--- src/rtl/apsp_pkg.sv ---
// shared types and constants of the all-pairs shortest path block
`timescale 1ns / 1ps
`default_nettype none
package apsp_pkg;

   localparam int MAX_NODES = 32;
   localparam int NODE_W    = $clog2(MAX_NODES);
   localparam int COUNT_W   = NODE_W + 1;
   localparam int ADDR_W    = 2 * NODE_W;
   localparam int MEM_DEPTH = MAX_NODES * MAX_NODES;
   localparam int DIST_W    = 64;
   localparam int EDGE_W    = 32;

   typedef enum logic [1:0] {
      RQ_CLEAR = 2'd0,
      RQ_EDGE  = 2'd1,
      RQ_BUILD = 2'd2,
      RQ_QUERY = 2'd3
   } req_kind_type;

   typedef enum logic [1:0] {
      ST_OK      = 2'd0,
      ST_UNREACH = 2'd1,
      ST_BROKEN  = 2'd2
   } status_type;

   typedef enum logic [1:0] {
      WR_CLEAR = 2'd0,
      WR_EDGE  = 2'd1,
      WR_RELAX = 2'd2
   } wsel_type;

   // one matrix entry
   typedef struct packed {
      logic signed [DIST_W-1:0] weight;
      logic                     reach;
      logic                     hop_valid;
      logic [NODE_W-1:0]        hop;
   } entry_type;

   // controller to datapath
   typedef struct packed {
      logic              wr_en;
      wsel_type          wr_sel;
      logic [ADDR_W-1:0] wr_addr;
      logic [ADDR_W-1:0] rd_addr_a;
      logic [ADDR_W-1:0] rd_addr_b;
      logic              cap_legs;
      logic              cap_sum;
      logic              neg_clear;
      logic              neg_check;
      logic              cap_cost;
      logic              out_load;
      status_type        out_status;
      logic [NODE_W-1:0] out_node;
      logic              out_last;
   } cmd_type;

   // datapath to controller
   typedef struct packed {
      logic              rd_reach;
      logic              rd_hop_valid;
      logic [NODE_W-1:0] rd_hop;
      logic              out_free;
   } stat_type;

endpackage
`default_nettype wire

--- src/rtl/apsp_ctrl.sv ---
// sequencer for clearing, edge loads, build sweep, diagonal check and path walk
`timescale 1ns / 1ps
`default_nettype none
module apsp_ctrl
   import apsp_pkg::*;
(
   input  wire logic               clock,
   input  wire logic               reset,
   input  wire logic               csr_wr_en,
   input  wire logic [COUNT_W-1:0] csr_wr_data,
   input  wire logic               req_valid,
   output logic                    req_ready,
   input  wire logic [1:0]         req_kind,
   input  wire logic [NODE_W-1:0]  req_src,
   input  wire logic [NODE_W-1:0]  req_dst,
   output cmd_type                 cmd,
   input  wire stat_type           stat
);

   typedef enum logic [11:0] {
      S_CLEAR  = 12'b000000000001,
      S_IDLE   = 12'b000000000010,
      S_RX_A   = 12'b000000000100,
      S_RX_B   = 12'b000000001000,
      S_RX_C   = 12'b000000010000,
      S_RX_D   = 12'b000000100000,
      S_DG_A   = 12'b000001000000,
      S_DG_B   = 12'b000010000000,
      S_Q_RD   = 12'b000100000000,
      S_W_TEST = 12'b001000000000,
      S_W_CHK  = 12'b010000000000,
      S_EMIT   = 12'b100000000000
   } state_type;

   state_type state_ff, state_in;
   logic [COUNT_W-1:0] ncount_ff;
   logic [COUNT_W-1:0] nodes;
   logic [NODE_W-1:0]  nm1;
   logic [ADDR_W-1:0]  clr_ff, clr_in;
   logic [NODE_W-1:0]  k_ff, k_in, i_ff, i_in, j_ff, j_in;
   logic [NODE_W-1:0]  at_ff, at_in, qdst_ff, qdst_in, idx_ff, idx_in;
   logic [COUNT_W-1:0] cnt_ff, cnt_in;
   logic               qbad_ff, qbad_in;
   status_type         emit_ff, emit_in;
   logic [NODE_W-1:0]  path_ff [MAX_NODES];
   logic               path_we;
   logic [NODE_W-1:0]  path_wdata;
   logic               accept;
   logic               src_ok, dst_ok;

   // node count register and its clamp
   always_ff @(posedge clock) begin
      if (reset) begin
         ncount_ff <= COUNT_W'(MAX_NODES);
      end else if (csr_wr_en) begin
         ncount_ff <= csr_wr_data;
      end
   end

   always_comb begin
      nodes = ncount_ff;
      if (ncount_ff == '0) begin
         nodes = COUNT_W'(1);
      end else if (ncount_ff > COUNT_W'(MAX_NODES)) begin
         nodes = COUNT_W'(MAX_NODES);
      end
   end

   assign nm1       = NODE_W'(nodes - COUNT_W'(1));
   assign req_ready = (state_ff == S_IDLE);
   assign accept    = req_valid && req_ready;
   assign src_ok    = {1'b0, req_src} < nodes;
   assign dst_ok    = {1'b0, req_dst} < nodes;

   // next state and commands
   always_comb begin
      state_in   = state_ff;
      clr_in     = clr_ff;
      k_in       = k_ff;
      i_in       = i_ff;
      j_in       = j_ff;
      at_in      = at_ff;
      qdst_in    = qdst_ff;
      idx_in     = idx_ff;
      cnt_in     = cnt_ff;
      qbad_in    = qbad_ff;
      emit_in    = emit_ff;
      path_we    = 1'b0;
      path_wdata = at_ff;
      cmd        = '0;
      cmd.wr_sel     = WR_CLEAR;
      cmd.out_status = ST_OK;
      cmd.rd_addr_a  = {i_ff, k_ff};
      cmd.rd_addr_b  = {k_ff, j_ff};

      unique case (state_ff)
         S_CLEAR: begin
            cmd.wr_en   = 1'b1;
            cmd.wr_sel  = WR_CLEAR;
            cmd.wr_addr = clr_ff;
            clr_in      = clr_ff + ADDR_W'(1);
            if (clr_ff == ADDR_W'(MEM_DEPTH - 1)) begin
               state_in = S_IDLE;
            end
         end
         S_IDLE: begin
            cmd.rd_addr_a = {req_src, req_dst};
            if (accept) begin
               unique case (req_kind_type'(req_kind))
                  RQ_CLEAR: begin
                     cmd.neg_clear = 1'b1;
                     clr_in        = '0;
                     state_in      = S_CLEAR;
                  end
                  RQ_EDGE: begin
                     cmd.wr_en   = src_ok && dst_ok;
                     cmd.wr_sel  = WR_EDGE;
                     cmd.wr_addr = {req_src, req_dst};
                  end
                  RQ_BUILD: begin
                     k_in     = '0;
                     i_in     = '0;
                     j_in     = '0;
                     state_in = S_RX_A;
                  end
                  RQ_QUERY: begin
                     at_in    = req_src;
                     qdst_in  = req_dst;
                     qbad_in  = !(src_ok && dst_ok);
                     state_in = S_Q_RD;
                  end
                  default: state_in = S_IDLE;
               endcase
            end
         end
         // relaxation of one (k, i, j) triple
         S_RX_A: begin
            state_in = S_RX_B;
         end
         S_RX_B: begin
            cmd.cap_legs  = 1'b1;
            cmd.rd_addr_a = {i_ff, j_ff};
            state_in      = S_RX_C;
         end
         S_RX_C: begin
            cmd.cap_sum = 1'b1;
            state_in    = S_RX_D;
         end
         S_RX_D: begin
            cmd.wr_en   = 1'b1;
            cmd.wr_sel  = WR_RELAX;
            cmd.wr_addr = {i_ff, j_ff};
            state_in    = S_RX_A;
            if (j_ff == nm1) begin
               j_in = '0;
               if (i_ff == nm1) begin
                  i_in = '0;
                  if (k_ff == nm1) begin
                     state_in = S_DG_A;
                  end else begin
                     k_in = k_ff + NODE_W'(1);
                  end
               end else begin
                  i_in = i_ff + NODE_W'(1);
               end
            end else begin
               j_in = j_ff + NODE_W'(1);
            end
         end
         // diagonal sign check
         S_DG_A: begin
            cmd.rd_addr_a = {i_ff, i_ff};
            state_in      = S_DG_B;
         end
         S_DG_B: begin
            cmd.neg_check = 1'b1;
            if (i_ff == nm1) begin
               state_in = S_IDLE;
            end else begin
               i_in     = i_ff + NODE_W'(1);
               state_in = S_DG_A;
            end
         end
         // query: pair lookup
         S_Q_RD: begin
            cmd.cap_cost = 1'b1;
            cnt_in       = '0;
            if (qbad_ff || !stat.rd_reach) begin
               emit_in  = ST_UNREACH;
               state_in = S_EMIT;
            end else begin
               state_in = S_W_TEST;
            end
         end
         // walk the next hops toward the end node
         S_W_TEST: begin
            cmd.rd_addr_a = {at_ff, qdst_ff};
            if (cnt_ff == COUNT_W'(MAX_NODES)) begin
               emit_in  = ST_BROKEN;
               state_in = S_EMIT;
            end else begin
               path_we = 1'b1;
               cnt_in  = cnt_ff + COUNT_W'(1);
               if (at_ff == qdst_ff) begin
                  idx_in   = '0;
                  emit_in  = ST_OK;
                  state_in = S_EMIT;
               end else begin
                  state_in = S_W_CHK;
               end
            end
         end
         S_W_CHK: begin
            if (stat.rd_hop_valid && ({1'b0, stat.rd_hop} < nodes)) begin
               at_in    = stat.rd_hop;
               state_in = S_W_TEST;
            end else begin
               emit_in  = ST_BROKEN;
               state_in = S_EMIT;
            end
         end
         // result beats
         S_EMIT: begin
            if (stat.out_free) begin
               cmd.out_load   = 1'b1;
               cmd.out_status = emit_ff;
               if (emit_ff == ST_OK) begin
                  cmd.out_node = path_ff[idx_ff];
                  cmd.out_last = ({1'b0, idx_ff} + COUNT_W'(1)) == cnt_ff;
                  idx_in       = idx_ff + NODE_W'(1);
                  if (cmd.out_last) begin
                     state_in = S_IDLE;
                  end
               end else begin
                  cmd.out_last = 1'b1;
                  state_in     = S_IDLE;
               end
            end
         end
         default: state_in = S_IDLE;
      endcase
   end

   always_ff @(posedge clock) begin
      if (reset) begin
         state_ff <= S_CLEAR;
         clr_ff   <= '0;
      end else begin
         state_ff <= state_in;
         clr_ff   <= clr_in;
      end
   end

   always_ff @(posedge clock) begin
      k_ff    <= k_in;
      i_ff    <= i_in;
      j_ff    <= j_in;
      at_ff   <= at_in;
      qdst_ff <= qdst_in;
      idx_ff  <= idx_in;
      cnt_ff  <= cnt_in;
      qbad_ff <= qbad_in;
      emit_ff <= emit_in;
      if (path_we) begin
         path_ff[cnt_ff[NODE_W-1:0]] <= path_wdata;
      end
   end

endmodule
`default_nettype wire

--- config.mk ---
export PLATFORM = sky130hd
export DESIGN_NAME = apsp_ctrl
export DESIGN_NICKNAME = d
export VERILOG_FILES = /design/src/rtl/apsp_pkg.sv /design/src/rtl/apsp_ctrl.sv
export SDC_FILE = /design/constraint.sdc
export NUM_CORES = 1
export LEC_CHECK = 0
export ABC_AREA = 1
export CORE_ASPECT_RATIO = 0.6
export CORE_MARGIN = 10
export CORE_UTILIZATION = 40
export DETAILED_ROUTE_END_ITERATION = 16
export DONT_BUFFER_PORTS = 1
export GPL_TIMING_DRIVEN = 0
export PLACE_DENSITY = 0.65
export SLEW_MARGIN = 30
export SYNTH_ARGS = -nofsm -noshare
export SYNTH_HDL_FRONTEND = slang
export SYNTH_SLANG_ARGS = --single-unit
--- constraint.sdc ---
create_clock -name clock -period 3.8 [get_ports clock]
set_clock_uncertainty 0.15 [all_clocks]
set_input_delay 0.76 -clock clock [delete_from_list [all_inputs] [get_ports clock]]
set_output_delay 0.76 -clock clock [all_outputs]
set_load 0.01 [all_outputs]
==> impl_metrics.yaml <==
timing:
  max_freq_mhz: 271
  worst_pin_slew_ns: 0.820
  maxSlewHeadroom: 0.454
  grt_setup_unrepaired: "false"
  fin_crit_ns: 3.69
  tns_ns: 0
  post-route-period-util: 0.971
  final-hold-violation-count: 0
  final.setup.worst_slack_ns: 0.110
  slew_viol_final: 0
  final-setup-viol-count: 0
logic_synthesis:
  syn-num-nets: 1179
  synth_area_um2: 11300
  synth_edf_count: 199
  ys_ff_latch: 232
  yosysUniqueCellTypes: 61
  avgSynthCellArea_um2: 10.1
  async_flop_share: 0
  yosysSeqAreaShare: 0.585
  yosysWarnings: 0
  synth_cells: 1127
  ys.flop_type: "edfxtp_1"
setup_path:
  cp-start-kind: "register"
  criticalPathCategory: "register to output port"
  crit_path_end_kind: "output port"
  cp.required_ns: 2.89
  worstPathBufferInverterCount: 2
  rr_worst_depth: 13
  path_max_fanout: 10
  reg2reg_setup_slack_ns: 0.30
  cp-endpoint: "cmd[1]"
  cp_num_cells: 6
  crit_chain: "buf_2 -> clkbuf_1 -> mux2i_1 -> o221ai_1 -> nand3_1 -> a31oi_2"
  critPathArrivalTime_ns: 2.78
  worst_path_dominant_cell_family: "buffers and inverters"
  cp_slowest_cell: "clkbuf_1"
  reg2reg_to: "i_ff[4]"
  slowest_delay_ns: 0.65
  r2r-start: "ncount_ff[5]"
power_and_ir_drop:
  total_power_mw: 5.30
  peakVddDrop_mv: 0.233
  power.density_nw_per_um2: 418
  power.leakage_nw: 4.68
floorplanning:
  die-area_um2: 35700
  core_um2: 27800
  dieHeight_um: 150
  rows: 47
  io_pins: 78
  start_util: 0.408
  fp.dieW_um: 237
detailed_routing:
  drt_iter0_drc: 1254
  wl_per_cell_um: 22.1
  vias_per_cell: 5.76
  num_vias: 8882
  ant_nets: 0
  first_pass_iters: 7
  routed_wl_um: 34100
  drc: 0
clock_tree:
  cts_max_level: 1
  numCtsBuffers: 23
  cts-root-buf: "clkbuf_16"
  insertion_delay_ns: 0.52
  cts_tree: "built"
  clk_path_buf_depth: 3
  cts.sinks: 232
  clk_pin_slew_ns: 0.07
global_routing:
  grt_overflow: 0
  grt_pass1_vias: 8033
  grt_pass1_wl_um: 50600
  antenna_found_initial: 0
  grt_usage: 0.186
  grt_max_degree: 19
placed_design:
  hpwl_um: 25400
  gp_congestion: 0.968
  dp.cells: 1503
  post-place-ws_ns: 0.368
  portBuffers: 0
worst_hold_path:
  min_path_type: "primary input to register"
  min_path_cells: 1
run:
  max_cap_viol_count: 0
layout:
  antenna_cells: 0
  final_cell_mix: "208 x nor2_1, 199 x edfxtp_1, 148 x nand2_1"
  nets: 1213
  drive_gt1_frac: 0.111
  seq_area_um2: 6640
  nFillCells: 2567
  area_growth_pct: 12.0
  stdcell_count: 1543
  multi_input_area_um2: 4170
  layout_commonest_cell: "nor2_1"
status:
  run_status: "finished clean"
## metrics by stage
step / cell area, um2 / hold slack, ns / utilization
finish: 12700 / 0.169 / 0.457
global route: 12700 / 0.157 / 0.457
CTS: 12600 / 0.154 / 0.456
detailed placement: 11900 / 0.337 / 0.430
global placement: 11800 / 0.320 / 0.425
floorplan: 11300 / 0.294 / -
## flip-flops by register name (all words and copies together), names as in the netlist, named ones only
register   count
qbad_ff        1
k_ff           5
emit_ff        2
state_ff      12
idx_ff         5
cnt_ff         6
qdst_ff        5
i_ff           5
j_ff           5
ncount_ff      6
clr_ff        10
at_ff          5
path_ff      160
## routing by layer
metal | global-route usage | share of wire
met1 | 0.285 | 0.47
met2 | 0.239 | 0.37
met3 | 0.0632 | 0.14
met4 | 0.0440 | 0.027
met5 | 0 | 0
## timing repair
action,4_1_cts,5_1_grt
hold buffers,0,0
endpoints found under the hold margin,0,0
setup buffers,0,0
endpoints found under the setup margin,3,10
resized for setup,2,18
## cells in the mapped netlist (3+ instances only)
cell	number	area [um2]
nor2_1	209	785
edfxtp_1	199	5980
nand2_1	148	556
inv_1	89	334
o21ai_0	88	440
nand3_1	53	265
dfxtp_1	33	661
a21oi_1	27	135
o211ai_1	24	180
nor3_1	23	115
clkbuf_1	22	82.6
ha_1	22	275
o221ai_1	19	166
xor2_1	17	149
buf_2	16	80.1
mux2i_1	16	160
nand4_1	12	75.1
inv_2	10	37.5
nand2_2	9	56.3
a221oi_1	6	52.6
nor2_2	5	31.3
nor2_4	5	56.3
o22ai_1	5	31.3
xnor2_1	5	43.8
nand2_4	4	45.0
o32ai_1	4	35.0
a311oi_1	3	26.3
a31oi_1	3	18.8
nand3_2	3	30.0
nand3b_1	3	22.5
nor3b_1	3	22.5
o2111ai_1	3	26.3
## cell type report
cell class,instances,share of cell area
buffer,41,0.0153
tap,367,0.0362
inverter,104,0.0311
clock buffer,28,0.0468
multi-input combinational,750,0.329
sequential,232,0.523
clock inverter,12,0.00975
timing repair buffer,9,0.00975
## power breakdown
group	leakage [nW]	switching [mW]	total (mW)	internal (mW)
registers	2.10	0.0254	2.78	2.75
logic	2.23	0.206	0.297	0.0912
clock network	0.356	0.974	2.23	1.26
## how the worst min path moves through the flow
stage,from,to
after floorplan,clr_ff[4],clr_ff[4]
after global placement,clr_ff[0],clr_ff[0]
after detailed placement,clr_ff[8],clr_ff[9]
after CTS,reset,state_ff[8]
after global routing,reset,state_ff[8]
final,reset,state_ff[8]
## logic make-up (layout without fill, tap and decap cells)
logic type,Yosys count,in the layout,synth area share
simple gates,490,490,0.194
flops,232,232,0.585
compound gates,197,197,0.109
buf+inv,145,194,0.0510
xor+xnor,25,25,0.0223
fa+ha+maj,22,22,0.0243
mux,16,16,0.0141
No activity file was read; power rests on OpenSTA's default activity.
